$ cat src/rtl/top_five_score_selector_top_macros.svh
// Assertion macros shared by the top five score selector RTL.
`ifndef TOP_FIVE_SCORE_SELECTOR_TOP_MACROS_SVH
`define TOP_FIVE_SCORE_SELECTOR_TOP_MACROS_SVH

// Check that cons holds in the same cycle as ante; uses clk and rst_n of the enclosing scope.
`define TFS_ASSERT_HOLDS(label, ante, cons, msg) \
    label: assert property (@(posedge clk) disable iff (!rst_n) (ante) |-> (cons)) \
        else $error(msg);

// Check that cons holds in the cycle after ante.
`define TFS_ASSERT_NEXT(label, ante, cons, msg) \
    label: assert property (@(posedge clk) disable iff (!rst_n) (ante) |=> (cons)) \
        else $error(msg);

`endif

$ cat src/rtl/tfs_pkg.sv
// Types and constants shared by the top five score selector.
package tfs_pkg;

    localparam int KEEP_COUNT  = 5;
    localparam int MAX_ITEMS   = 65536;
    localparam int SCORE_W     = 32;
    localparam int INDEX_W     = 16;
    localparam int RANK_W      = 3;
    localparam int CNT_W       = $clog2(MAX_ITEMS);
    localparam int RANK_CNT_W  = (KEEP_COUNT > 1) ? $clog2(KEEP_COUNT) : 1;
    localparam int QUEUE_DEPTH = 4;
    localparam int QPTR_W      = $clog2(QUEUE_DEPTH);

    localparam logic [CNT_W-1:0]      CNT_MAX   = CNT_W'(MAX_ITEMS - 1);
    localparam logic [RANK_CNT_W-1:0] LAST_RANK = RANK_CNT_W'(KEEP_COUNT - 1);
    localparam logic [QPTR_W:0]       QUEUE_FULL_COUNT = (QPTR_W + 1)'(QUEUE_DEPTH);

    typedef logic signed [SCORE_W-1:0] score_t;
    typedef logic [INDEX_W-1:0]        index_t;
    typedef logic [RANK_W-1:0]         rank_t;

    // One score tagged with its position, as it travels front to back.
    typedef struct packed {
        score_t score;
        index_t index;
        logic   last;
    } tfs_item_t;

    // One kept rank.
    typedef struct packed {
        score_t score;
        index_t index;
        logic   valid;
    } tfs_entry_t;

    typedef struct packed {
        logic full;
        logic empty;
    } tfs_queue_status_t;

endpackage

$ cat src/rtl/tfs_score_if.sv
// Input channel carrying one class score per transaction.
interface tfs_score_if;
    import tfs_pkg::*;

    logic   valid;
    logic   ready;
    score_t score;
    logic   last_item;

    modport source (output valid, output score, output last_item, input ready);
    modport sink   (input valid, input score, input last_item, output ready);
endinterface

$ cat src/rtl/tfs_result_if.sv
// Output channel carrying one ranked result per transaction.
interface tfs_result_if;
    import tfs_pkg::*;

    logic   valid;
    logic   ready;
    rank_t  rank;
    index_t class_index;
    score_t best_score;
    logic   entry_valid;
    logic   last_result;

    modport source (output valid, output rank, output class_index, output best_score,
                    output entry_valid, output last_result, input ready);
    modport sink   (input valid, input rank, input class_index, input best_score,
                    input entry_valid, input last_result, output ready);
endinterface

$ cat src/rtl/tfs_front.sv
// Front end: accept scores and tag each with its position in the vector.
module tfs_front (
    input  logic                       clk,
    input  logic                       rst_n,
    tfs_score_if.sink                  scores,
    input  tfs_pkg::tfs_queue_status_t status,
    output logic                       push,
    output tfs_pkg::tfs_item_t         item
);
    import tfs_pkg::*;

    logic [CNT_W-1:0] cnt_reg;
    logic [CNT_W-1:0] cnt_next;

    assign scores.ready = !status.full;
    assign push         = scores.valid && scores.ready;

    assign item.score = scores.score;
    assign item.index = INDEX_W'(cnt_reg);
    assign item.last  = scores.last_item;

    // Restart at the vector end, else count up and hold at the top.
    always_comb
    begin
        cnt_next = cnt_reg;
        if (push)
        begin
            if (scores.last_item)
                cnt_next = '0;
            else if (cnt_reg != CNT_MAX)
                cnt_next = cnt_reg + 1'b1;
        end
    end

    always_ff @(posedge clk or negedge rst_n)
    begin
        if (!rst_n)
            cnt_reg <= '0;
        else
            cnt_reg <= cnt_next;
    end

endmodule

$ cat src/rtl/tfs_queue.sv
`include "top_five_score_selector_top_macros.svh"
// Small FIFO between front and back.
module tfs_queue (
    input  logic                        clk,
    input  logic                        rst_n,
    input  logic                        push,
    input  tfs_pkg::tfs_item_t          push_item,
    input  logic                        pop,
    output tfs_pkg::tfs_item_t          head,
    output tfs_pkg::tfs_queue_status_t  status
);
    import tfs_pkg::*;

    tfs_item_t         qmem_reg [QUEUE_DEPTH];
    logic [QPTR_W-1:0] wr_ptr_reg;
    logic [QPTR_W-1:0] wr_ptr_next;
    logic [QPTR_W-1:0] rd_ptr_reg;
    logic [QPTR_W-1:0] rd_ptr_next;
    logic [QPTR_W:0]   count_reg;
    logic [QPTR_W:0]   count_next;

    assign head         = qmem_reg[rd_ptr_reg];
    assign status.full  = (count_reg == QUEUE_FULL_COUNT);
    assign status.empty = (count_reg == '0);

    always_comb
    begin
        wr_ptr_next = push ? wr_ptr_reg + 1'b1 : wr_ptr_reg;
        rd_ptr_next = pop  ? rd_ptr_reg + 1'b1 : rd_ptr_reg;
        count_next  = count_reg;
        if (push && !pop)
            count_next = count_reg + 1'b1;
        else if (pop && !push)
            count_next = count_reg - 1'b1;
    end

    always_ff @(posedge clk or negedge rst_n)
    begin
        if (!rst_n)
        begin
            wr_ptr_reg <= '0;
            rd_ptr_reg <= '0;
            count_reg  <= '0;
        end
        else
        begin
            wr_ptr_reg <= wr_ptr_next;
            rd_ptr_reg <= rd_ptr_next;
            count_reg  <= count_next;
        end
    end

    always_ff @(posedge clk)
    begin
        if (push)
            qmem_reg[wr_ptr_reg] <= push_item;
    end

    `TFS_ASSERT_HOLDS(a_no_overflow, push, !status.full || pop, "push into full queue")
    `TFS_ASSERT_HOLDS(a_no_underflow, pop, !status.empty, "pop from empty queue")

endmodule

$ cat src/rtl/tfs_back.sv
`include "top_five_score_selector_top_macros.svh"
// Back end: insertion sorter over the kept ranks and result drain buffer.
module tfs_back (
    input  logic                       clk,
    input  logic                       rst_n,
    input  tfs_pkg::tfs_item_t         head,
    input  tfs_pkg::tfs_queue_status_t status,
    output logic                       pop,
    tfs_result_if.source               results
);
    import tfs_pkg::*;

    tfs_entry_t kept_reg  [KEEP_COUNT];
    tfs_entry_t kept_next [KEEP_COUNT];
    tfs_entry_t ins       [KEEP_COUNT];
    tfs_entry_t drain_reg [KEEP_COUNT];
    tfs_entry_t drain_next[KEEP_COUNT];
    tfs_entry_t new_entry;

    logic [KEEP_COUNT-1:0] cmp;
    logic [KEEP_COUNT-1:0] valid_vec;
    logic                  busy_reg;
    logic                  busy_next;
    logic [RANK_CNT_W-1:0] rank_reg;
    logic [RANK_CNT_W-1:0] rank_next;
    logic                  take;
    logic                  can_load;
    logic                  load;

    assign take     = results.valid && results.ready;
    assign can_load = !busy_reg || (results.ready && rank_reg == LAST_RANK);
    assign pop      = !status.empty && (!head.last || can_load);
    assign load     = pop && head.last;

    assign new_entry.score = head.score;
    assign new_entry.index = head.index;
    assign new_entry.valid = 1'b1;

    // Compare against every rank at once; the first hit is the slot.
    always_comb
    begin
        for (int i = 0; i < KEEP_COUNT; i++)
        begin
            valid_vec[i] = kept_reg[i].valid;
            cmp[i] = !kept_reg[i].valid || ($signed(head.score) > $signed(kept_reg[i].score));
        end
        ins[0] = cmp[0] ? new_entry : kept_reg[0];
        for (int i = 1; i < KEEP_COUNT; i++)
        begin
            if (!cmp[i])
                ins[i] = kept_reg[i];
            else if (!cmp[i-1])
                ins[i] = new_entry;
            else
                ins[i] = kept_reg[i-1];
        end
    end

    always_comb
    begin
        for (int i = 0; i < KEEP_COUNT; i++)
        begin
            if (pop && head.last)
                kept_next[i] = '0;
            else if (pop)
                kept_next[i] = ins[i];
            else
                kept_next[i] = kept_reg[i];
        end
    end

    // Load the finished ranking, or shift it out one rank per transaction.
    always_comb
    begin
        busy_next = busy_reg;
        rank_next = rank_reg;
        for (int i = 0; i < KEEP_COUNT; i++)
            drain_next[i] = drain_reg[i];
        if (load)
        begin
            busy_next = 1'b1;
            rank_next = '0;
            for (int i = 0; i < KEEP_COUNT; i++)
                drain_next[i] = ins[i].valid ? ins[i] : '0;
        end
        else if (take)
        begin
            rank_next = rank_reg + 1'b1;
            if (rank_reg == LAST_RANK)
                busy_next = 1'b0;
            for (int i = 0; i < KEEP_COUNT - 1; i++)
                drain_next[i] = drain_reg[i+1];
            drain_next[KEEP_COUNT-1] = '0;
        end
    end

    always_ff @(posedge clk or negedge rst_n)
    begin
        if (!rst_n)
        begin
            for (int i = 0; i < KEEP_COUNT; i++)
                kept_reg[i] <= '0;
            busy_reg <= 1'b0;
            rank_reg <= '0;
        end
        else
        begin
            for (int i = 0; i < KEEP_COUNT; i++)
                kept_reg[i] <= kept_next[i];
            busy_reg <= busy_next;
            rank_reg <= rank_next;
        end
    end

    always_ff @(posedge clk)
    begin
        for (int i = 0; i < KEEP_COUNT; i++)
            drain_reg[i] <= drain_next[i];
    end

    assign results.valid       = busy_reg;
    assign results.rank        = RANK_W'(rank_reg);
    assign results.class_index = drain_reg[0].index;
    assign results.best_score  = drain_reg[0].score;
    assign results.entry_valid = drain_reg[0].valid;
    assign results.last_result = (rank_reg == LAST_RANK);

    `TFS_ASSERT_HOLDS(a_valid_prefix, 1'b1, ((valid_vec >> 1) & ~valid_vec) == '0, "gap in kept ranks")
    `TFS_ASSERT_NEXT(a_clear_after_last, load, valid_vec == '0, "ranks not cleared after vector end")
    `TFS_ASSERT_HOLDS(a_drain_from_top, $rose(busy_reg), rank_reg == '0, "drain did not start at rank 0")

endmodule

$ cat src/rtl/top_five_score_selector_top.sv
// Top level of the streaming top five score selector.
//
//  channel   direction  transaction carries
//  -------   ---------  ----------------------------------------------------
//  scores    in         score (signed Q16.16), last_item
//  results   out        rank, class_index, best_score, entry_valid, last_result
//
//  Cycles:  one score is accepted per cycle unless the queue is full; the insertion
//           into the five kept ranks compares against all ranks in parallel.
//  Results: a vector end produces five result transactions, served from a drain
//           buffer while the sorter already works on the next vector.
//  Stalls:  a four-entry queue sits between front and back; a vector end waits in
//           it only while the previous vector's results are still being taken.
//  Reset:   rst_n, asynchronous active low; clears the kept ranks, the position
//           counter, the queue and the drain state at once, with no clearing pass.
module top_five_score_selector_top (
    input  logic         clk,
    input  logic         rst_n,
    tfs_score_if.sink    scores,
    tfs_result_if.source results
);
    import tfs_pkg::*;

    tfs_item_t         push_item;
    tfs_item_t         head;
    tfs_queue_status_t status;
    logic              push;
    logic              pop;

    // Tag each accepted score with its position in the vector.
    tfs_front u_front (
        .clk    (clk),
        .rst_n  (rst_n),
        .scores (scores),
        .status (status),
        .push   (push),
        .item   (push_item)
    );

    // Decouple acceptance from ranking and result drain.
    tfs_queue u_queue (
        .clk       (clk),
        .rst_n     (rst_n),
        .push      (push),
        .push_item (push_item),
        .pop       (pop),
        .head      (head),
        .status    (status)
    );

    // Rank scores and emit the five results at each vector end.
    tfs_back u_back (
        .clk     (clk),
        .rst_n   (rst_n),
        .head    (head),
        .status  (status),
        .pop     (pop),
        .results (results)
    );

endmodule

$ cat src/flat_wrapper.sv
// flat-port wrapper written by rule: the top's interface ports become plain ports
module top_five_score_selector_top_flat import tfs_pkg::*;
  (clk, rst_n, scores_valid, scores_score, scores_last_item, scores_ready, results_valid, results_rank, results_class_index, results_best_score, results_entry_valid, results_last_result, results_ready);
  tfs_score_if scores_i ();
  tfs_result_if results_i ();
  input  logic clk;
  input  logic rst_n;
  input wire logic [$bits(scores_i.valid)-1:0] scores_valid;
  input wire logic [$bits(scores_i.score)-1:0] scores_score;
  input wire logic [$bits(scores_i.last_item)-1:0] scores_last_item;
  output wire logic [$bits(scores_i.ready)-1:0] scores_ready;
  output wire logic [$bits(results_i.valid)-1:0] results_valid;
  output wire logic [$bits(results_i.rank)-1:0] results_rank;
  output wire logic [$bits(results_i.class_index)-1:0] results_class_index;
  output wire logic [$bits(results_i.best_score)-1:0] results_best_score;
  output wire logic [$bits(results_i.entry_valid)-1:0] results_entry_valid;
  output wire logic [$bits(results_i.last_result)-1:0] results_last_result;
  input wire logic [$bits(results_i.ready)-1:0] results_ready;
  assign scores_i.valid = scores_valid;
  assign scores_i.score = scores_score;
  assign scores_i.last_item = scores_last_item;
  assign scores_ready = scores_i.ready;
  assign results_valid = results_i.valid;
  assign results_rank = results_i.rank;
  assign results_class_index = results_i.class_index;
  assign results_best_score = results_i.best_score;
  assign results_entry_valid = results_i.entry_valid;
  assign results_last_result = results_i.last_result;
  assign results_i.ready = results_ready;
  top_five_score_selector_top u_core (.clk(clk), .rst_n(rst_n), .scores(scores_i), .results(results_i));
endmodule
$ cat config.mk
export PLATFORM = sky130hd
export DESIGN_NAME = top_five_score_selector_top_flat
export DESIGN_NICKNAME = d
export VERILOG_FILES = /design/src/rtl/tfs_pkg.sv /design/src/rtl/tfs_score_if.sv /design/src/rtl/tfs_result_if.sv /design/src/rtl/tfs_front.sv /design/src/rtl/tfs_queue.sv /design/src/rtl/tfs_back.sv /design/src/rtl/top_five_score_selector_top.sv /design/src/flat_wrapper.sv
export VERILOG_INCLUDE_DIRS = /design/src /design/src/rtl
export SDC_FILE = /design/constraint.sdc
export NUM_CORES = 1
export LEC_CHECK = 0
export ABC_AREA = 1
export CAP_MARGIN = 20
export CORE_MARGIN = 4
export CORE_UTILIZATION = 61
export CTS_BUF_LIST = sky130_fd_sc_hd__clkbuf_16
export DETAILED_ROUTE_END_ITERATION = 8
export DONT_BUFFER_PORTS = 1
export GPL_ROUTABILITY_DRIVEN = 0
export PLACE_DENSITY = 0.83
export SYNTH_ARGS = -nofsm -noshare
export SYNTH_HDL_FRONTEND = slang
export SYNTH_SLANG_ARGS = --single-unit
$ cat constraint.sdc
create_clock -name clk -period 9.9 [get_ports clk]
set_input_delay 0.99 -clock clk [delete_from_list [all_inputs] [get_ports clk]]
set_output_delay 0.99 -clock clk [all_outputs]
set_load 0.01 [all_outputs]
==> impl_metrics.py <==
metrics = {
    "setup_path": {
        "worstSetupStartpointType": "register",
        "crit_path_end_kind": "register",
        "cp.required_ns": 10.30,
        "reg2reg_to": "u_core.u_back.drain_reg[0][31]$_DFFE_PP_",
        "reg2regPathDepth": 25,
        "r2r_start": "u_core.u_queue.rd_ptr_reg[0]$_DFFE_PN0P_",
        "path_max_fanout": 97,
        "crit_end": "u_core.u_back.drain_reg[0][31]$_DFFE_PP_",
        "timing_worst_setup_path_type": "register to register",
        "worstSetupStartpoint": "u_core.u_queue.rd_ptr_reg[0]$_DFFE_PN0P_",
        "arrival_ns": 6.44,
        "r2r_slack_ns": 3.86,
    },
    "clock_network": {
        "root_buffer": "clkbuf_16",
        "clkLatencyLatePin_ns": 0.61,
        "cts_hold_buf": 0,
        "cts_buffers": 73,
        "post_cts_buffers": 0,
        "cts_htree_levels": 3,
        "cts_sinks": 713,
        "cts.clk_slew.worst_paths_ns": 0.06,
        "cts_tree": "yes",
        "ctsResizeCount": 0,
        "clockBufferDepth": 3,
    },
    "logic_synthesis": {
        "synthFlopType": "edfxtp_1",
        "synth_compound_area_frac": 0.0554,
        "synth-xor-area-share": 0.00116,
        "netlist_instances": 4389,
        "async_flop_share": 0.381,
        "post_synth_and_or_nand_nor_area_fraction": 0.283,
        "muxShareOfSynthArea": 0.000298,
        "synth_top_cell_by_area": "edfxtp_1",
        "synth_top_area_frac": 0.351,
        "syn_nets": 4595,
        "synth_top_family_by_area": "simple AND/OR/NAND/NOR gates",
        "synth-seq-cells": 713,
        "synth_fa_ha_area_frac": 0.0562,
        "synth_cell_types": 43,
        "syn_avg_cell_area_um2": 8.60,
        "ys_seq_area_frac": 0.531,
        "ys_warn_count": 0,
        "synth.area.top_cells": "edfxtp_1, dfrtp_1, nand2_1",
        "syn_area_mm2": 0.0378,
        "synth_edf_count": 441,
    },
    "routing": {
        "drc_errors": 0,
        "post_drt_wl_per_cell_um": 18.1,
        "wl_met3_um": 9960,
        "drt_pass1_iterations": 6,
        "vias_per_cell": 5.91,
        "postRouteAntennaNets": 0,
        "routed_wl_um": 92100,
        "first_iter_violations": 3739,
        "wl_met1_um": 39200,
        "vias": 30000,
        "wl_met2_um": 40600,
        "top_layer_used": "met4",
    },
    "timing": {
        "min_period_over_period": 0.610,
        "rsz0062_at_grt": "false",
        "drv_slew": 0,
        "fin_setup_tns_ns": 0,
        "finalHoldViolCount": 0,
        "timing.fmax_mhz": 166,
        "tightest_slew_ns": 1.20,
        "period_needed_ns": 6.04,
        "setup_violations": 0,
        "clock_skew_ns": 0.0165,
        "relSlewSlack": 0.200,
    },
    "floorplanning": {
        "std_cell_rows": 90,
        "start_util": 0.621,
        "die_area_mm2": 0.0659,
        "fp.dieH_um": 257,
        "fp.dieW_um": 257,
        "pin_count": 92,
        "coreArea_mm2": 0.0608,
    },
    "finish": {
        "area_growth_pct": 6.37,
        "drive_above_1_share": 0.0598,
        "nets": 4445,
        "antennaDiodeCount": 0,
    },
    "global_routing": {
        "track_usage": 0.273,
        "grt_antenna_before_repair": 0,
        "grt_pass1_vias": 28200,
        "grt_remaining_overflow": 0,
        "grt_start_max_net_pins": 273,
        "grt_pass1_wl_um": 148000,
    },
    "status": {
        "outcome": "complete, no violations",
    },
    "place": {
        "hpwl_um": 57500,
        "port_buffers": 0,
    },
    "min_path": {
        "hp-class": "input port to asynchronous set/reset pin",
    },
    "flow_run": {
        "cap_violations": 0,
    },
}
## worst max-delay path, cell delays in order, from the launching register on
cell and delay [ns]:
dfrtp_2 0.40, inv_2 0.42, buf_4 0.64, nand2_1 0.10
a32oi_1 0.72, inv_1 0.37, ha_1 0.28, inv_1 0.05
nand2_1 0.04, nand2_1 0.05, nand2_1 0.05, nand2_1 0.06
nand2_1 0.05, nand2_1 0.05, nand2_1 0.05, nand2_1 0.07
nand2_1 0.06, nand2_1 0.07, nand2_1 0.06, nand2_1 0.06
nand2_1 0.04, buf_4 0.32, nand2_4 0.42, buf_4 0.74
o21ai_0 0.20, o21ai_0 0.31
## cell usage after synthesis (all sizes together) (8+ instances only)
cell type and n:
nand2 1568, nand3 747, edfxtp 441, inv 314, dfrtp 272, buf 190, o21ai 174, ha 168
a21oi 128, nor2 125, clkbuf 103, or2 54, a32oi 48, nand4 17, nor3 8, o21a 8
## metal layers
| metal | up-vias | GRT usage |
|---|---|---|
| li1 | 14300 | - |
| met1 | 14000 | 0.396 |
| met2 | 1561 | 0.420 |
| met3 | 159 | 0.0562 |
| met4 | 0 | 0.0838 |
| met5 | - | 0 |
## cell families after synthesis
logic type,Yosys count
simple gates,2525
flops,713
buf+inv,607
compound gates,369
fa+ha+maj,169
xor+xnor,5
mux,1
## cell usage in the layout (no fill, tap or decap), types with 6 or more instances in the layout
cell,count
nand4_1,17
nand3_1,745
nand2_1,1559
o21a_1,8
clkinv_1,13
inv_1,325
a21oi_1,124
buf_4,64
a32oi_1,48
or2_2,51
nor2_1,118
nand2_4,6
o21ai_0,172
nor3_1,8
clkbuf_16,78
clkinv_2,13
ha_1,168
dfrtp_1,271
edfxtp_1,441
## layout make-up
cell class,count,area (um2)
repair buffers,68,563
clock buffers,78,1950
flip-flops and latches,713,20100
inverters,314,1190
clock inverters,57,395
multi-input cells,3069,15000
fillers,4606,20600
well taps,782,978
## through the flow
step	util	cell area (um2)	std cells	hold WS, ns	worst slack (ns)
final	0.660	40200	5081	0.110	3.86
after detailed placement	0.621	37800	4943	0.466	3.82
after global routing	0.660	40200	5081	0.0847	3.49
after CTS	0.659	40100	5078	0.0769	3.75
after global placement	0.621	37800	4943	0.461	3.93
after floorplan	-	37800	4389	0.449	2.25
## worst min-delay path by stage
| stage | slack, ns | cells past startpoint | to | startpoint |
|---|---|---|---|---|
| 2_1_floorplan | 0.45 | 2 | u_core.u_back.kept_reg[1]$_DFFE_PN0P_ | u_core.u_back.kept_reg[1]$_DFFE_PN0P_ |
| 3_3_place_gp | 0.46 | 2 | u_core.u_back.kept_reg[6]$_DFFE_PN0P_ | u_core.u_back.kept_reg[6]$_DFFE_PN0P_ |
| 3_5_place_dp | 0.47 | 2 | u_core.u_back.kept_reg[16]$_DFFE_PN0P_ | u_core.u_back.kept_reg[16]$_DFFE_PN0P_ |
| 4_1_cts | 0.08 | 0 | u_core.u_back.kept_reg[32]$_DFFE_PN0P_ | rst_n |
| 5_1_grt | 0.08 | 0 | u_core.u_back.kept_reg[32]$_DFFE_PN0P_ | rst_n |
| 6_report | 0.11 | 0 | u_core.u_back.kept_reg[32]$_DFFE_PN0P_ | rst_n |
Power is not shown: default switching activity piles up to over one toggle a cycle in this logic, so the estimate is an artifact.
